**config.mk**
```make
export PLATFORM = sky130hd
export DESIGN_NAME = mme_ctrl
export DESIGN_NICKNAME = d
export VERILOG_FILES = /design/src/rtl/mme_pkg.sv /design/src/rtl/mme_ctrl.sv
export SDC_FILE = /design/constraint.sdc
export NUM_CORES = 1
export LEC_CHECK = 0
export BUFFER_PORTS_ARGS = -buffer_cell sky130_fd_sc_hd__buf_4
export CAP_MARGIN = 0
export CORE_MARGIN = 3
export CORE_UTILIZATION = 58
export DETAILED_ROUTE_END_ITERATION = 12
export PLACE_DENSITY = 0.85
export RECOVER_POWER = 50
export SLEW_MARGIN = 20
export SYNTH_ARGS = -nofsm -noshare
export SYNTH_HDL_FRONTEND = slang
export SYNTH_SLANG_ARGS = --single-unit
export TNS_END_PERCENT = 30
```
**constraint.sdc**
```tcl
create_clock -name clk -period 6 [get_ports clk]
set_input_delay 0.9 -clock clk [delete_from_list [all_inputs] [get_ports clk]]
set_output_delay 0.9 -clock clk [all_outputs]
set_load 0.02 [all_outputs]
```
**src/rtl/mme_pkg.sv**
```systemverilog
`timescale 1ns / 1ps

package mme_pkg;

  localparam int MAX_DIM = 8;
  localparam int IDX_W   = $clog2(MAX_DIM);
  localparam int ADDR_W  = 2 * IDX_W;
  localparam int DEPTH   = MAX_DIM * MAX_DIM;
  localparam int DIM_W   = 4;
  localparam int VAL_W   = 32;
  localparam int FRAC_W  = 16;
  localparam int PROD_W  = 2 * VAL_W;
  // room for MAX_DIM full products plus sign
  localparam int ACC_W   = PROD_W + $clog2(MAX_DIM);
  localparam int Q_W     = ACC_W - FRAC_W;

  localparam logic [VAL_W-1:0] VAL_MAX = {1'b0, {(VAL_W-1){1'b1}}};
  localparam logic [VAL_W-1:0] VAL_MIN = {1'b1, {(VAL_W-1){1'b0}}};
  localparam logic [ACC_W-1:0] RND_HALF = ACC_W'(1) << (FRAC_W - 1);

  typedef enum logic [1:0] {
    REQ_LOAD_LEFT  = 2'd0,
    REQ_LOAD_RIGHT = 2'd1,
    REQ_COMPUTE    = 2'd2
  } req_t;

  typedef enum logic [1:0] {
    CFG_ROW_COUNT   = 2'd0,
    CFG_INNER_COUNT = 2'd1,
    CFG_COL_COUNT   = 2'd2
  } cfg_reg_t;

  typedef enum logic [1:0] {
    ST_IDLE,
    ST_RUN,
    ST_DRAIN,
    ST_EMIT
  } state_t;

  typedef struct packed {
    logic              wr_left;
    logic              wr_right;
    logic              rd_en;
    logic              rd_first;
    logic              rd_last;
    logic [ADDR_W-1:0] left_addr;
    logic [ADDR_W-1:0] right_addr;
    logic              load_out;
    logic [IDX_W-1:0]  out_row;
    logic [IDX_W-1:0]  out_col;
    logic              out_last;
  } mme_cmd_t;

  typedef struct packed {
    logic acc_done;
    logic out_busy;
  } mme_status_t;

endpackage

```
**src/rtl/mme_ctrl.sv**
```systemverilog
`timescale 1ns / 1ps

module mme_ctrl (
  input  logic                      clk,
  input  logic                      rst_n,
  input  logic                      in_valid,
  output logic                      in_ready,
  input  logic [1:0]                in_req_type,
  input  logic                      cfg_valid,
  output logic                      cfg_ready,
  input  logic [1:0]                cfg_index,
  input  logic [mme_pkg::DIM_W-1:0] cfg_data,
  output mme_pkg::mme_cmd_t         cmd,
  input  mme_pkg::mme_status_t      status
);
  import mme_pkg::*;

  state_t           state_r, state_nxt;
  logic [DIM_W-1:0] row_cnt_r, row_cnt_nxt;
  logic [DIM_W-1:0] inner_cnt_r, inner_cnt_nxt;
  logic [DIM_W-1:0] col_cnt_r, col_cnt_nxt;
  logic [IDX_W-1:0] r_r, r_nxt;
  logic [IDX_W-1:0] c_r, c_nxt;
  logic [IDX_W-1:0] k_r, k_nxt;
  logic [IDX_W-1:0] row_lim, inner_lim, col_lim;
  logic             last_elem;
  logic             start;

  // size register to last index: zero acts as one, oversize as MAX_DIM
  function automatic logic [IDX_W-1:0] dim_lim(input logic [DIM_W-1:0] v);
    logic [IDX_W-1:0] res;
    if (v == '0) begin
      res = '0;
    end else if (32'(v) > MAX_DIM) begin
      res = IDX_W'(MAX_DIM - 1);
    end else begin
      res = IDX_W'(v - DIM_W'(1));
    end
    return res;
  endfunction

  assign row_lim   = dim_lim(row_cnt_r);
  assign inner_lim = dim_lim(inner_cnt_r);
  assign col_lim   = dim_lim(col_cnt_r);
  assign last_elem = (r_r == row_lim) && (c_r == col_lim);
  assign start     = (state_r == ST_IDLE) && in_valid && (in_req_type == REQ_COMPUTE);
  assign cfg_ready = 1'b1;

  // next state
  always_comb begin
    state_nxt = state_r;
    unique case (state_r)
      ST_IDLE: begin
        if (start) state_nxt = ST_RUN;
      end
      ST_RUN: begin
        if (k_r == inner_lim) state_nxt = ST_DRAIN;
      end
      ST_DRAIN: begin
        if (status.acc_done) state_nxt = ST_EMIT;
      end
      ST_EMIT: begin
        if (!status.out_busy) state_nxt = last_elem ? ST_IDLE : ST_RUN;
      end
      default: state_nxt = ST_IDLE;
    endcase
  end

  // outputs
  always_comb begin
    in_ready           = (state_r == ST_IDLE);
    cmd.wr_left        = (state_r == ST_IDLE) && in_valid && (in_req_type == REQ_LOAD_LEFT);
    cmd.wr_right       = (state_r == ST_IDLE) && in_valid && (in_req_type == REQ_LOAD_RIGHT);
    cmd.rd_en          = (state_r == ST_RUN);
    cmd.rd_first       = (k_r == '0);
    cmd.rd_last        = (k_r == inner_lim);
    cmd.left_addr      = {r_r, k_r};
    cmd.right_addr     = {k_r, c_r};
    cmd.load_out       = (state_r == ST_EMIT) && !status.out_busy;
    cmd.out_row        = r_r;
    cmd.out_col        = c_r;
    cmd.out_last       = last_elem;
  end

  // index counters
  always_comb begin
    r_nxt = r_r;
    c_nxt = c_r;
    k_nxt = k_r;
    unique case (state_r)
      ST_IDLE: begin
        if (start) begin
          r_nxt = '0;
          c_nxt = '0;
          k_nxt = '0;
        end
      end
      ST_RUN: begin
        k_nxt = (k_r == inner_lim) ? '0 : k_r + IDX_W'(1);
      end
      ST_DRAIN: begin
      end
      ST_EMIT: begin
        if (!status.out_busy) begin
          if (c_r == col_lim) begin
            c_nxt = '0;
            r_nxt = r_r + IDX_W'(1);
          end else begin
            c_nxt = c_r + IDX_W'(1);
          end
        end
      end
      default: begin
      end
    endcase
  end

  // configuration writes
  always_comb begin
    row_cnt_nxt   = row_cnt_r;
    inner_cnt_nxt = inner_cnt_r;
    col_cnt_nxt   = col_cnt_r;
    if (cfg_valid) begin
      unique case (cfg_reg_t'(cfg_index))
        CFG_ROW_COUNT:   row_cnt_nxt   = cfg_data;
        CFG_INNER_COUNT: inner_cnt_nxt = cfg_data;
        CFG_COL_COUNT:   col_cnt_nxt   = cfg_data;
        default: begin
        end
      endcase
    end
  end

  always_ff @(posedge clk) begin
    if (!rst_n) begin
      state_r     <= ST_IDLE;
      row_cnt_r   <= DIM_W'(MAX_DIM);
      inner_cnt_r <= DIM_W'(MAX_DIM);
      col_cnt_r   <= DIM_W'(MAX_DIM);
      r_r         <= '0;
      c_r         <= '0;
      k_r         <= '0;
    end else begin
      state_r     <= state_nxt;
      row_cnt_r   <= row_cnt_nxt;
      inner_cnt_r <= inner_cnt_nxt;
      col_cnt_r   <= col_cnt_nxt;
      r_r         <= r_nxt;
      c_r         <= c_nxt;
      k_r         <= k_nxt;
    end
  end

endmodule

```
# ---- Word-level counts from Yosys, hierarchy flattened
# Cells that the tools add are included.
dict set report classes {
  reduce_logical 23
  muxes 21
  add_sub_neg 6
  n_eq_ne 15
  n_lt_le_gt_ge 3
}
# operator count
set op_table {}
lappend op_table {{$mux 3} 12}
lappend op_table {{$pmux 3 s2} 3}
lappend op_table {{$gt 4x4->1 const B} 3}
lappend op_table {{$logic_not 4->1} 3}
lappend op_table {{$add 3x1->3 const B} 3}
lappend op_table {{$eq 3x3->1} 3}
lappend op_table {{$sub 3x1->3 const B} 3}
lappend op_table {{$eq 2x2->1 const B} 4}
lappend op_table {{$mux 2} 4}
lappend op_table {{$ne 2x2->1 const B} 4}
lappend op_table {{$pmux 2 s4} 1}
lappend op_table {{$reduce_and 2->1} 4}
lappend op_table {{$reduce_and 4->1} 2}
lappend op_table {{$eq 2x1->1 const B} 3}
lappend op_table {{$logic_and 1x1->1} 6}
lappend op_table {{$logic_not 2->1} 3}
lappend op_table {{$reduce_bool 2->1} 2}
lappend op_table {{$logic_not 3->1} 1}
lappend op_table {{$reduce_and 3->1} 1}
lappend op_table {{$ne 2x1->1 const B} 1}
lappend op_table {{$logic_not 1->1} 1}
lappend op_table {{$mux 1} 1}
dict set report totals {
  word_cells 75
  regBits 23
  inputBits 14
}

# ---- Depth between registers and ports, before layout
# Gate-level depths: netlist of run 1.
dict set report logic_depth {
  depth_word 8
  mapped_depth 8
  mapped_depth_nobuf 8
}

# ---- Worst setup path after synthesis of run 1
# OpenSTA, ideal clock, no wires.
dict set report synth_path {
  kind {flip-flop to output port}
  from {register inner_cnt_r[0]}
  to {output port cmd[20] (netlist name)}
  t_required_ns 5.100
  path_stages_with_launch 8
  path_buffers 0
  setup_slack_ns 2.981
  arrival_ns 2.119
  path_cell_list {dfxtp_1 > inv_1 > ha_1 > nand2_1 > or4_1 > o21ai_0 > a21oi_1 > nor4bb_1}
}
# element line_no
set synth_rtl {}
lappend synth_rtl {{start: declaration} mme_ctrl.sv:20} ;# logic [DIM_W-1:0] inner_cnt_r, inner_cnt_nxt;
lappend synth_rtl {{start signal: assignment} mme_ctrl.sv:138} ;# inner_cnt_r <= DIM_W'(MAX_DIM);
lappend synth_rtl {{start signal: assignment} mme_ctrl.sv:146} ;# inner_cnt_r <= inner_cnt_nxt;
lappend synth_rtl {{end: declaration} mme_ctrl.sv:13} ;# output mme_pkg::mme_cmd_t cmd,

==> results of run 1 <==
per-stage QoR:
step	cells	hold slack (ps)
6_report	275	541.9
5_1_grt	275	579.5
4_1_cts	275	543.8
3_5_place_dp	271	511.2
3_3_place_gp	271	499.8
2_1_floorplan	218	485.6
state kept, by name (all words and copies together), names as in the netlist:
signal       count
r_r              3
k_r              3
state_r          2
col_cnt_r        4
row_cnt_r        4
inner_cnt_r      4
c_r              3
layer usage:
metal | wire length, um | global-route usage
met3 | 241 | 0.05031
met1 | 1702 | 0.2723
met5 | 0 | 0
met2 | 1722 | 0.3338
met4 | 19 | 0.05263
cell usage after synthesis (3+ instances only):
cell type  number  area (um^2)
mux2i_1         9        90.09
nor2_1         12        45.04
a211oi_1        3        22.52
nor3_1          6        30.03
o211ai_1        4        30.03
nand4_1         4        25.02
nand2b_1        3        18.77
o21ai_0         9        45.04
dfxtp_1        23        460.4
a21boi_0        3        22.52
clkbuf_1        5        18.77
nand3_1         4        20.02
buf_4          11        82.58
o21bai_1        3        22.52
ha_1           11        137.6
inv_1          17        63.81
nand2_1        21        78.83
nand3b_1        5        37.54
xnor2_1         4        35.03
nor2b_1        15        93.84
a21oi_1         4        20.02
cell families after synthesis:
group,Yosys count,share of synthesized area
AND/OR/NAND/NOR,88,0.2825
AO/OA/AOI/OAI,44,0.1900
buffers and inverters,34,0.09604
flip-flops,23,0.2599
adder cells (fa/ha/maj),13,0.08898
multiplexers,9,0.05085
XOR/XNOR,6,0.02966
other,1,0.002117
worst max-delay path: cells and delay by family (launching register included):
kind	cells	cell delay (ps)
compound gates	4	840
fa+ha+maj	1	350
buf+inv	2	250
flops	1	380
simple gates	1	360
how the worst max path moves through the flow:
| stage | to | cells after the start |
|---|---|---|
| after CTS | cmd[0] | 8 |
| after detailed placement | cmd[0] | 8 |
| after global placement | cmd[0] | 8 |
| after floorplan | cmd[20] | 7 |
| final | cmd[0] | 8 |
| after global routing | cmd[0] | 8 |
power breakdown:
part,internal [W],switching [W],leakage (nW)
clock network,0.0000260,0.0000464,0.0150
logic,0.0000509,0.0000721,0.624
registers,0.000161,0.0000119,0.187
total,0.000238,0.000130,0.826
cell type report:
class,instances,area share
Inverter,17,0.03238
Timing Repair Buffer,39,0.1219
Sequential cell,23,0.2337
Clock buffer,4,0.01333
Tap cell,31,0.01968
Multi-Input combinational cell,161,0.5790
==> results.py, run 1 <==
metrics = {
    "cells_and_area": {
        "layout_common_cells": "buf_4, dfxtp_1, nand2_1",
        "multiInputGateArea_um2": 1141,
        "final_common_cell": "buf_4",
        "seq_area_um2": 460.4,
        "antenna_cells": 0,
        "drive_gt1_frac": 0.1434,
        "synthToLayoutAreaGrowth_pct": 11.23,
        "nFillCells": 275,
        "final_util": 0.6966,
        "fin_nets": 270,
        "design_area_um2": 1971,
    },
    "clocking": {
        "postCtsSetupRepairBufs": 0,
        "cts_buffers": 3,
        "cts_resized": 0,
        "cts_tree": "done",
        "h-tree-depth": 1,
        "hold_buffers": 0,
        "clkLatencyLatePin_ps": 310,
        "cts.path.max_buffers": 2,
        "cts-root-buf": "clkbuf_4",
        "clk_pin_slew_ps": 120,
        "numClockSinks": 23,
    },
    "place": {
        "hpwl_mm": 2.762,
        "dpl_worst_slack_ps": 2952,
        "portBuffers": 39,
        "place.gp.congestion": 0.8275,
        "place_area_um2": 1997,
    },
    "yosys": {
        "netlist_area_um2": 1772,
        "synth_top_flop_cell": "dfxtp_1",
        "synth-seq-area-share": 0.2599,
        "postSynth.asyncResetShare": 0,
        "synth_edf_count": 0,
        "synthDistinctLibCells": 55,
        "yosys_register_bits": 23,
        "syn_inst": 218,
        "syn_nets": 243,
        "yosys_warnings": 0,
        "avgSynthCellArea_um2": 8.127,
    },
    "outcome": {
        "status": "finished, final reports clean",
    },
    "sta": {
        "fin_crit_ps": 3398,
        "finalHoldViolCount": 0,
        "clock-skew-final_ps": 8.137,
        "max_freq_mhz": 294.3,
        "fin_crit_sh": 0.5664,
        "finalSetupViolations": 0,
        "drv_slew": 0,
        "setup-tns-final_ps": 0,
        "setup_ws_ps": 2602,
        "rsz0062_at_grt": "no",
        "relSlewSlack": 0.4716,
        "worst_pin_slew_ps": 790.9,
    },
    "grt": {
        "antenna_found_initial": 0,
        "grt_pass1_vias": 1319,
        "grt_util_all_layers": 0.2053,
        "grt_pass1_wl_mm": 5.830,
        "grt_remaining_overflow": 0,
        "grt_max_degree": 26,
    },
    "setup_path": {
        "cp-start-kind": "flop",
        "cp_cell_sequence": "inv_1 -> ha_1 -> or3b_1 -> o22ai_1 -> o21ai_0 -> a31o_2 -> a311oi_2 -> buf_4",
        "cp.arrival_ps": 2500,
        "rr_worst_depth": 8,
        "worst-path-max-fanout": 5,
        "worstPathRequired_ps": 5100,
        "end_kind": "output pin",
        "startpoint": "col_cnt_r[0]$_SDFFE_PN0P_",
        "worst_path_largest_cell_delay_ps": 380,
        "critPathSlowestCell": "dfxtp_1",
        "r2r-start": "col_cnt_r[0]$_SDFFE_PN0P_",
        "reg2reg_to": "r_r[2]$_SDFFE_PN0P_",
        "r2r_slack_ps": 3680,
        "worstSetupPathType": "flop to output pin",
    },
    "pwr": {
        "total_power_w": 0.0003680,
        "ir_worst_vdd_mv": 0.1249,
        "p_per_area_nw_per_um2": 186.8,
        "leakage_nw": 0.8260,
    },
    "worst_hold_path": {
        "whs_path_depth": 2,
        "hp-start": "col_cnt_r[1]$_SDFFE_PN0P_",
        "whs_endpoint": "col_cnt_r[1]$_SDFFE_PN0P_",
        "min_path_type": "flop to flop",
    },
    "route": {
        "drtIter0Drc": 66,
        "wl_per_cell_um": 13.40,
        "num_vias": 1590,
        "via_per_inst": 5.782,
        "final_antenna_net_count": 0,
        "wirelength_mm": 3.686,
        "drc": 0,
        "first_pass_iters": 4,
    },
    "floorplan": {
        "die_x_um": 61.27,
        "num_rows": 19,
        "core-area_um2": 2829,
        "die_y_um": 61.27,
        "io-pin-count": 41,
        "start_util": 0.6263,
        "dieArea_um2": 3754,
    },
    "job": {
        "maxCapViolCount": 0,
    },
}
Power figures use the tool's default switching activity.
==> run 2: changes to the inputs <==
Settings changed: ABC_AREA set to 1, CORE_UTILIZATION 58 to 47, PLACE_DENSITY 0.85 to 0.75.
Clock period 6 ns to 3.1 ns, I/O delays scaled along.
==> results.py, run 2 <==
metrics = {
    "outcome": {
        "status": "finished, final reports clean",
    },
    "route": {
        "wl_per_cell_um": 10.13,
        "num_vias": 1434,
        "via_per_inst": 4.641,
        "first_pass_iters": 4,
        "final_antenna_net_count": 0,
        "wirelength_mm": 3.129,
        "drtIter0Drc": 44,
        "drc": 0,
    },
    "setup_path": {
        "r2r_slack_ps": 1320,
        "critPathSlowestCell": "dfxtp_1",
        "cp-start-kind": "flop",
        "cp_cell_sequence": "inv_1 -> ha_1 -> nand2_1 -> nand2_1 -> nand2_1 -> nand3_1 -> nand3_1 -> nor2_1 -> nand2_1 -> inv_1 -> buf_4",
        "cp.arrival_ps": 1750,
        "worstSetupPathType": "flop to output pin",
        "end_kind": "output pin",
        "r2r-start": "state_r[1]$_SDFFE_PN0P_",
        "worst-path-max-fanout": 4,
        "cpMostUsedCell": "nand2_1",
        "path_delay_family": "simple AND/OR/NAND/NOR gates",
        "critPathBufInv": 3,
        "worst_path_largest_cell_delay_ps": 330,
        "worstPathRequired_ps": 2630,
        "startpoint": "col_cnt_r[0]$_SDFFE_PN0P_",
    },
    "sta": {
        "finalSetupViolations": 0,
        "fin_crit_ps": 2213,
        "finalHoldViolCount": 0,
        "fin_crit_sh": 0.7138,
        "clock-skew-final_ps": 7.805,
        "setup-tns-final_ps": 0,
        "holdWs_ps": 367.6,
        "drv_slew": 0,
        "rsz0062_at_grt": "no",
        "max_freq_mhz": 451.9,
    },
    "grt": {
        "grt_pass1_vias": 1287,
        "grt_util_all_layers": 0.1582,
        "grt_use_met2": 0.2686,
        "met3_usage": 0.04278,
        "globalRouteMet1Util": 0.1978,
        "gr-max-usage-layer": "met2",
        "grt_pass1_wl_mm": 5.285,
        "grt_remaining_overflow": 0,
        "grt_max_degree": 18,
        "antenna_found_initial": 0,
    },
    "floorplan": {
        "start_util": 0.4996,
        "die_y_um": 63.43,
        "dieArea_um2": 4023,
        "io-pin-count": 41,
        "die_x_um": 63.43,
        "num_rows": 20,
        "core-area_um2": 3103,
    },
    "clocking": {
        "cts_tree": "done",
        "numClockSinks": 23,
        "hold_buffers": 0,
        "cts.path.max_buffers": 2,
        "clkLatencyLatePin_ps": 330,
        "cts-root-buf": "clkbuf_4",
        "h-tree-depth": 1,
        "cts_buffers": 3,
        "postCtsSetupRepairBufs": 0,
        "cts_resized": 0,
        "clk_pin_slew_ps": 140,
    },
    "yosys": {
        "netlist_top_cells_count": "nand2_1, inv_1, dfxtp_1",
        "synth_top_flop_cell": "dfxtp_1",
        "synth_top_cell_by_area": "dfxtp_1",
        "synth_edf_count": 0,
        "synthDistinctLibCells": 29,
        "netlist_area_um2": 1550,
        "yosys_register_bits": 23,
        "synth-seq-area-share": 0.2970,
        "syn_inst": 235,
        "postSynth.asyncResetShare": 0,
        "synthXorXnorAreaFrac": 0.01695,
        "synth.area.mux_share": 0,
        "synth-compound-area-share": 0.1412,
        "synthSimpleGateAreaFrac": 0.2889,
        "syn_nets": 260,
        "synth_top_family_by_area": "simple AND/OR/NAND/NOR gates",
        "yosys_warnings": 0,
        "synthAdderAreaFrac": 0.08878,
        "yosysTopAreaCellShare": 0.2970,
        "yosysMostFrequentCell": "nand2_1",
        "synth_area_leaders": "dfxtp_1, nand2_1, inv_1",
        "avgSynthCellArea_um2": 6.597,
    },
    "cells_and_area": {
        "drive_gt1_frac": 0.1623,
        "layout_common_cells": "nand2_1, inv_1, buf_4",
        "seq_area_um2": 460.4,
        "fin_nets": 291,
        "nFillCells": 341,
        "antenna_cells": 0,
        "design_area_um2": 1788,
        "multiInputGateArea_um2": 834.6,
        "final_common_cell": "nand2_1",
        "reg.largest.list": "col_cnt_r x4, inner_cnt_r x4, row_cnt_r x4",
        "synthToLayoutAreaGrowth_pct": 15.33,
    },
    "worst_hold_path": {
        "min_path_type": "input port to flop",
        "hp-start": "cfg_data[3]",
    },
    "pwr": {
        "ir_worst_vdd_mv": 0.3095,
        "leakage_nw": 0.8645,
        "p_per_area_nw_per_um2": 532.6,
    },
    "place": {
        "portBuffers": 39,
        "hpwl_mm": 2.529,
        "place.gp.congestion": 0.8062,
        "place_area_um2": 1807,
    },
    "job": {
        "maxCapViolCount": 0,
    },
}
==> run 2: changes by cell type after synthesis, moves of 4 or more <==
cell      change
a21oi_1      +11
clkbuf_1      -4
inv_1        +21
mux2i_1       -9
nand2_1      +36
nand3_1      +13
nand3b_1      -4
nor2b_1      -15
o21ai_1       +5
xnor2_1       -4
==> run 2: power breakdown <==
group	leakage (nW)	internal [W]	total (W)	switching, W
Clock	0.0139	0.0000494	0.000152	0.000102
Sequential	0.188	0.000328	0.000363	0.0000353
Combinational	0.663	0.000157	0.000438	0.000280
Total	0.864	0.000535	0.000952	0.000418
==> run 2: metal layers <==
layer / vias up / routed length, um
met5: - / 0
met4: 0 / 28
met3: 5 / 158
met2: 28 / 1417
met1: 609 / 1524
li1: 792 / -
==> run 2: tightest hold or removal path, stage by stage <==
cell and delay [ps]:
buf_4 90, nand2_1 50, o211ai_1 60
==> run 2: per-stage QoR <==
stage                     total power [W]  setup WS, ps  utilization  cells
final                           0.0009523         887.1       0.5762    309
after global routing             0.001031         730.0       0.5762    309
after CTS                       0.0009798         876.2       0.5919    309
after detailed placement        0.0008298          1256       0.5823    305
after global placement          0.0008240          1298       0.5823    305
after floorplan                 0.0007077          1281            -    235
==> run 2: cell type report <==
class,instances,area share
sequential,23,0.2575
clock inverter,1,0.004199
inverter,43,0.09167
clock buffer,3,0.01260
tap,44,0.03079
timing repair buffer,39,0.1365
multi-input combinational,156,0.4668
==> run 2: path summary, 6_finish.rpt <==
| path | to | cells after the start |
|---|---|---|
| max | cmd[0] | 11 |
| min | inner_cnt_r[3]$_SDFFE_PN1P_ | 3 |
| max reg2reg | r_r[1]$_SDFFE_PN0P_ | 10 |
| min reg2reg | row_cnt_r[1]$_SDFFE_PN0P_ | 2 |
==> run 2: logic make-up (layout without fill, tap and decap cells) <==
group                    after synthesis  in the layout
XOR/XNOR                               3              3
AND/OR/NAND/NOR                      102            102
flip-flops                            23             23
buffers and inverters                 56             86
AO/OA/AOI/OAI                         39             39
adder cells (fa/ha/maj)               11             11
other                                  1              1
